<file path="src/rtl/dgpm_pkg.sv">
`default_nettype none
// ---------------------------------------------------------------------------
// dgpm_pkg
// Shared types and constants of the dual-gain pixel mixer.
// ---------------------------------------------------------------------------
package dgpm_pkg;

    typedef enum logic [1:0] {
        FMT_RGBA = 2'd0,
        FMT_GRAY = 2'd1,
        FMT_UYVY = 2'd2
    } pix_fmt_t;

    typedef enum logic [1:0] {
        REG_LEFT_GAIN    = 2'd0,
        REG_RIGHT_GAIN   = 2'd1,
        REG_PIXEL_FORMAT = 2'd2
    } reg_idx_t;

    localparam int unsigned ADDR_W  = 4;
    localparam int unsigned DATA_W  = 32;
    localparam int unsigned BYTE_W  = 8;
    localparam int unsigned LANES   = 4;

    localparam logic [7:0] LEFT_GAIN_RST  = 8'd128;
    localparam logic [7:0] RIGHT_GAIN_RST = 8'd128;
    localparam logic [7:0] CHROMA_OFFSET  = 8'd128;
    localparam logic [7:0] BYTE_MAX       = 8'd255;

    typedef logic [BYTE_W-1:0] byte_lane_t;

endpackage : dgpm_pkg
`default_nettype wire

</file>
<file path="src/rtl/dual_gain_pixel_mixer_top.sv">
`default_nettype none
// ---------------------------------------------------------------------------
// dual_gain_pixel_mixer_top
// Blends four-lane left and right words, each scaled by its own 8-bit gain
// (256 would be unity), in RGBA (left alpha passed), gray or UYVY format.
// ---------------------------------------------------------------------------
// One beat in, one beat out. The block takes a beat every cycle unless
// output back-pressure stalls it: one input register, then eight 8x8
// multipliers with the add, shift and clamp logic, then the result
// register. Back-pressure on the output stalls the input only when both
// registers are full. Gains and format come from the APB registers (left
// gain at 0x0, right gain at 0x4, format at 0x8); the user must change them
// only while no beat is in flight, and the block itself does not enforce it.
// ---------------------------------------------------------------------------
module dual_gain_pixel_mixer_top
    import dgpm_pkg::*;
(
    input  wire logic              clk,
    input  wire logic              rst_n,

    input  wire logic              psel,
    input  wire logic              penable,
    input  wire logic              pwrite,
    input  wire logic [ADDR_W-1:0] paddr,
    input  wire logic [DATA_W-1:0] pwdata,
    output logic      [DATA_W-1:0] prdata,
    output logic                   pready,

    input  wire logic              in_valid,
    output logic                   in_ready,
    input  wire logic [7:0]        left_byte0,
    input  wire logic [7:0]        left_byte1,
    input  wire logic [7:0]        left_byte2,
    input  wire logic [7:0]        left_byte3,
    input  wire logic [7:0]        right_byte0,
    input  wire logic [7:0]        right_byte1,
    input  wire logic [7:0]        right_byte2,
    input  wire logic [7:0]        right_byte3,

    output logic                   out_valid,
    input  wire logic              out_ready,
    output logic [7:0]             mixed_byte0,
    output logic [7:0]             mixed_byte1,
    output logic [7:0]             mixed_byte2,
    output logic [7:0]             mixed_byte3
);

    logic [7:0]  left_gain_reg;
    logic [7:0]  right_gain_reg;
    logic [1:0]  pixel_format_reg;
    logic        cfg_write;
    reg_idx_t    cfg_idx;

    logic        in_valid_reg;
    logic        out_valid_reg;
    logic        in_load;
    logic        out_load;

    byte_lane_t  left_reg  [LANES];
    byte_lane_t  right_reg [LANES];
    byte_lane_t  mixed_reg [LANES];
    byte_lane_t  mixed_next[LANES];

    // ---------------------------------------------------------------- APB
    assign pready    = 1'b1;
    assign cfg_idx   = reg_idx_t'(paddr[ADDR_W-1:2]);
    assign cfg_write = psel && penable && pwrite && pready;

    always_ff @(posedge clk or negedge rst_n)
    begin
        if (!rst_n)
        begin
            left_gain_reg    <= LEFT_GAIN_RST;
            right_gain_reg   <= RIGHT_GAIN_RST;
            pixel_format_reg <= FMT_RGBA;
        end
        else if (cfg_write)
        begin
            case (cfg_idx)
                REG_LEFT_GAIN:    left_gain_reg    <= pwdata[7:0];
                REG_RIGHT_GAIN:   right_gain_reg   <= pwdata[7:0];
                REG_PIXEL_FORMAT: pixel_format_reg <= pwdata[1:0];
                default:          ;
            endcase
        end
    end

    always_comb
    begin
        prdata = '0;
        case (cfg_idx)
            REG_LEFT_GAIN:    prdata[7:0] = left_gain_reg;
            REG_RIGHT_GAIN:   prdata[7:0] = right_gain_reg;
            REG_PIXEL_FORMAT: prdata[1:0] = pixel_format_reg;
            default:          prdata      = '0;
        endcase
    end

    // ---------------------------------------------------------- datapath
    function automatic byte_lane_t mix_separate(byte_lane_t a, byte_lane_t b,
                                                logic [7:0] gl, logic [7:0] gr);
        logic [15:0] pl;
        logic [15:0] pr;
        logic [8:0]  sum;
        pl  = a * gl;
        pr  = b * gr;
        sum = {1'b0, pl[15:8]} + {1'b0, pr[15:8]};
        return sum[8] ? BYTE_MAX : sum[7:0];
    endfunction

    function automatic byte_lane_t mix_luma(byte_lane_t a, byte_lane_t b,
                                            logic [7:0] gl, logic [7:0] gr);
        logic [15:0] pl;
        logic [15:0] pr;
        logic [16:0] sum;
        pl  = a * gl;
        pr  = b * gr;
        sum = {1'b0, pl} + {1'b0, pr};
        return sum[16] ? BYTE_MAX : sum[15:8];
    endfunction

    function automatic byte_lane_t mix_chroma(byte_lane_t a, byte_lane_t b,
                                              logic [7:0] gl, logic [7:0] gr);
        logic [15:0]        pl;
        logic [15:0]        pr;
        logic [16:0]        sum;
        logic [15:0]        bias;
        logic signed [18:0] s;
        logic signed [10:0] q;
        pl   = a * gl;
        pr   = b * gr;
        sum  = {1'b0, pl} + {1'b0, pr};
        bias = {({1'b0, gl} + {1'b0, gr}), 7'd0};
        s    = $signed({2'b00, sum}) - $signed({3'b000, bias});
        q    = $signed(s[18:8]) + $signed({3'b000, CHROMA_OFFSET});
        if (q[10])
            return '0;
        else if (q[9:8] != 2'b00)
            return BYTE_MAX;
        else
            return q[7:0];
    endfunction

    always_comb
    begin
        case (pixel_format_reg)
            FMT_RGBA:
            begin
                for (int i = 0; i < LANES - 1; i++)
                    mixed_next[i] = mix_separate(left_reg[i], right_reg[i],
                                                 left_gain_reg, right_gain_reg);
                mixed_next[LANES-1] = left_reg[LANES-1];
            end
            FMT_UYVY:
            begin
                mixed_next[0] = mix_chroma(left_reg[0], right_reg[0],
                                           left_gain_reg, right_gain_reg);
                mixed_next[1] = mix_luma(left_reg[1], right_reg[1],
                                         left_gain_reg, right_gain_reg);
                mixed_next[2] = mix_chroma(left_reg[2], right_reg[2],
                                           left_gain_reg, right_gain_reg);
                mixed_next[3] = mix_luma(left_reg[3], right_reg[3],
                                         left_gain_reg, right_gain_reg);
            end
            default:
            begin
                for (int i = 0; i < LANES; i++)
                    mixed_next[i] = mix_separate(left_reg[i], right_reg[i],
                                                 left_gain_reg, right_gain_reg);
            end
        endcase
    end

    // ----------------------------------------------------------- control
    assign out_load = in_valid_reg && (!out_valid_reg || out_ready);
    assign in_ready = !in_valid_reg || out_load;
    assign in_load  = in_valid && in_ready;

    always_ff @(posedge clk or negedge rst_n)
    begin
        if (!rst_n)
        begin
            in_valid_reg  <= 1'b0;
            out_valid_reg <= 1'b0;
        end
        else
        begin
            if (in_ready)
                in_valid_reg <= in_valid;
            if (out_load)
                out_valid_reg <= 1'b1;
            else if (out_ready)
                out_valid_reg <= 1'b0;
        end
    end

    always_ff @(posedge clk)
    begin
        if (in_load)
        begin
            left_reg[0]  <= left_byte0;
            left_reg[1]  <= left_byte1;
            left_reg[2]  <= left_byte2;
            left_reg[3]  <= left_byte3;
            right_reg[0] <= right_byte0;
            right_reg[1] <= right_byte1;
            right_reg[2] <= right_byte2;
            right_reg[3] <= right_byte3;
        end
        if (out_load)
            mixed_reg <= mixed_next;
    end

    assign out_valid   = out_valid_reg;
    assign mixed_byte0 = mixed_reg[0];
    assign mixed_byte1 = mixed_reg[1];
    assign mixed_byte2 = mixed_reg[2];
    assign mixed_byte3 = mixed_reg[3];

    // -------------------------------------------------------- assertions
    a_load_fills_out: assert property (@(posedge clk) disable iff (!rst_n)
        out_load |=> out_valid_reg)
        else $error("result register not filled after load");

    a_empty_takes_beat: assert property (@(posedge clk) disable iff (!rst_n)
        !out_valid_reg |-> in_ready)
        else $error("input stalled with empty result register");

    a_stall_holds_stage: assert property (@(posedge clk) disable iff (!rst_n)
        (in_valid_reg && !in_ready) |=> in_valid_reg)
        else $error("stalled beat dropped from input register");

    a_alpha_passes: assert property (@(posedge clk) disable iff (!rst_n)
        (out_load && pixel_format_reg == FMT_RGBA) |=>
        mixed_reg[3] == $past(left_reg[3]))
        else $error("alpha lane not passed through");

endmodule : dual_gain_pixel_mixer_top
`default_nettype wire
</file>
<file path="config.mk">
export PLATFORM = sky130hd
export DESIGN_NAME = dual_gain_pixel_mixer_top
export DESIGN_NICKNAME = d
export VERILOG_FILES = /design/src/rtl/dgpm_pkg.sv /design/src/rtl/dual_gain_pixel_mixer_top.sv
export SDC_FILE = /design/constraint.sdc
export NUM_CORES = 1
export LEC_CHECK = 0
export BUFFER_PORTS_ARGS = -buffer_cell sky130_fd_sc_hd__buf_2
export CAP_MARGIN = 20
export CORE_ASPECT_RATIO = 0.75
export CORE_MARGIN = 10
export CORE_UTILIZATION = 25
export DETAILED_ROUTE_END_ITERATION = 16
export HOLD_SLACK_MARGIN = 0.03
export PLACE_DENSITY = 0.37
export SETUP_SLACK_MARGIN = 0.1
export SYNTH_ARGS = -nofsm -noshare
export SYNTH_HDL_FRONTEND = slang
export SYNTH_SLANG_ARGS = --single-unit
</file>
<file path="constraint.sdc">
create_clock -name clk -period 18.7 [get_ports clk]
set_input_delay 2.805 -clock clk [delete_from_list [all_inputs] [get_ports clk]]
set_output_delay 2.805 -clock clk [all_outputs]
set_load 0.01 [all_outputs]
</file>
==> metrics.csv <==
stage,metric,value,unit
status,status,"finished, final reports clean",
flow_run,maxCapViolations,0,
clock_network,root_buffer,clkbuf_16,
layout,fill_cells,10495,
synth,yosys.area.top_type_share,25.4,%
layout,register_area,3390,um2
synth,yosys_warnings,0,
timing,fmax,0.113,GHz
synth,post-synth-top-count-cell,inv_1,
detailed_routing,via_count,18169,
detailed_routing,post-route-drc-count,0,
global_route,grt_start_max_net_pins,65,
clock_network,numCtsBuffers,17,
layout,multi_input_area,19000,um2
global_route,grt_use_total,12.6,%
synth,synth_seq_area_share,13.8,%
setup_path,arrival,9000,ps
global_route,grt-ovfl-total,0,
clock_network,cts_hold_buffers,0,
clock_network,postCtsSetupRepairBufs,0,
floorplan,core,97400,um2
synth,postSynthAreaPerCell,9.22,um2
detailed_routing,drt_iter0_markers,771,
floorplan,rows,99,
setup_path,endpoint_kind,flop,
synth,ys.flop_type,edfxtp_1,
layout,drive_above_1_share,8.14,%
timing,finalCritPeriodShare,47.2,%
synth,synth_edf_count,96,
timing,rsz0062_at_grt,no,
clock_network,cts_resized,0,
setup_path,path_max_fanout,21,
clock_network,clk_pin_slew,60,ps
detailed_routing,via_per_inst,4.45,
timing,slew_headroom,30.5,%
floorplan,die-area,111000,um2
synth,yosys-top-cells-count,"inv_1 (477), ha_1 (384), and2_1 (338), fa_1 (311), nand2_1 (216)",
synth,synthArstFlopShare,17.2,%
setup_path,worstSetupPathType,reg2reg,
detailed_routing,wl_per_cell,16.9,um
timing,clock-skew-final,19.5,ps
floorplan,fp.dieW,382,um
detailed_routing,dr.pass1.iters,5,
clock_network,cts_tree,done,
floorplan,die_y,291,um
layout,area_growth,10.7,%
timing,slew_violations,0,
placement,io_buffer_count,122,
synth,yosys-top-cells-area,"fa_1 (25%), ha_1 (20%), edfxtp_1 (12%)",
placement,dp_hpwl,55900,um
timing,tightest_slew,1040,ps
detailed_routing,routed_wl,68800,um
setup_path,critPathMaxStageDelay,800,ps
global_route,grt_pass1_vias,19882,
global_route,grt_pass1_wl,110000,um
clock_network,worstSkewPairLatency,520,ps
setup_path,worst_ep_required_time,18880,ps
setup_path,worstSetupStartpointType,flop,
clock_network,cts_num_sinks,116,
timing,period_minus_slack,8820,ps
synth,synth_top_cell_by_area,fa_1,
floorplan,start_util,25.2,%
synth,ys_ff_latch,116,
clock_network,cts_htree_levels,4,
timing,holdWs,509,ps
global_route,grt_antenna_before_repair,7,
layout,final_nets,3553,
detailed_routing,ant_nets,0,
synth,synth_cell_type_count,81,
floorplan,ios,174,
synth,syn_inst,2664,
layout,finalCoreUtilization,27.9,%
timing,setup_tns,0,ps
setup_path,crit_path_top_delay_cell,dfrtp_1,
placement,place_congestion,0.831,
hold_path,hp-class,reg2reg,
synth,syn_area,24500,um2
clock_network,ctsLongestPathBuffers,2,
timing,finalSetupViolations,0,
timing,finalHoldViolations,0,
placed cells by master (no fill, tap or decap), types with 4 or more instances in the layout:
cell         n
a211oi_1     4
a21o_1      41
a21oi_1    100
a221oi_1    17
a31oi_1     12
and2_1     336
buf_2      123
buf_4       16
clkbuf_16   17
conb_1      25
dfrtp_1     15
diode_2      4
edfxtp_1    96
fa_1       311
ha_1       384
inv_1      477
mux2_2      19
mux2i_1      9
nand2_1    216
nand2b_1    17
nand3_1     21
nand3b_1     4
nand4_1      7
nor2_1      80
nor2b_1     19
nor3_1      41
nor4_1       6
o211ai_1     9
o21a_1      15
o21ai_0     58
o21bai_1    20
o41ai_1      4
or2_2        9
or3_1       12
xnor2_1     87
xor2_1      48
kinds of logic after synthesis:
logic type / count (synthesis) / synth area share (%)
and+or+nand+nor: 782 / 16.8
adders and majority gates: 695 / 44.9
buffers and inverters: 572 / 9.19
AOI/OAI and AO/OA: 334 / 9.21
xor gates and xnor gates: 135 / 4.82
DFF: 116 / 13.8
muxes: 28 / 1.24
other: 2 / 0.0306
cell type report:
type,instances,area share (%)
multi-input combinational,1999,69.9
sequential,116,12.5
inverter,477,6.59
tap,1313,6.05
timing repair buffer,140,2.78
clock buffer,20,1.68
clock inverter,12,0.474
antenna,4,0.0368
per-layer routing:
layer  track usage (%)  vias up  part of all wire (%)
li1                  -     8741                     -
met3              2.56       72                   4.2
met5                 0        -                 0.068
met1              15.8     9062                    45
met2              21.7      286                    48
met4              3.69        8                   2.0
per-stage QoR:
stage	setup WS [ps]	cell area, um2	instances
2_1_floorplan	11190	24600	2687
3_5_place_dp	9840	26600	4044
5_1_grt	9200	27200	4077
6_report	9880	27200	4081
4_1_cts	9790	27100	4076
3_3_place_gp	9910	26600	4043
path summary, 6_finish.rpt:
kind	from	end	slack [ps]	depth (start not counted)
worst max-delay path	right_gain_reg[2]$_DFFE_PN0P_	mixed_byte0[5]$_DFFE_PP_	9880	32
worst min-delay path	in_valid_reg$_DFFE_PN0N_	out_valid$_DFFE_PN0P_	510	1
worst max register to register	right_gain_reg[2]$_DFFE_PN0P_	mixed_byte0[5]$_DFFE_PP_	9880	32
worst min register to register	in_valid_reg$_DFFE_PN0N_	out_valid$_DFFE_PN0P_	510	1
max in group asynchronous	rst_n	right_gain_reg[6]$_DFFE_PN0P_	16000	1
min in group asynchronous	rst_n	in_valid_reg$_DFFE_PN0N_	2270	1
critical path, delay by kind of cell (launching register included):
family                   cells  cell delay (ps)
AO/OA/AOI/OAI               13             2990
XOR/XNOR                     2              390
adder cells (fa/ha/maj)      8             2910
buffers and inverters        5              590
flip-flops                   1              800
AND/OR/NAND/NOR              4              780
Power is not shown: default switching activity piles up to over one toggle a cycle in this logic, so the estimate is an artifact.
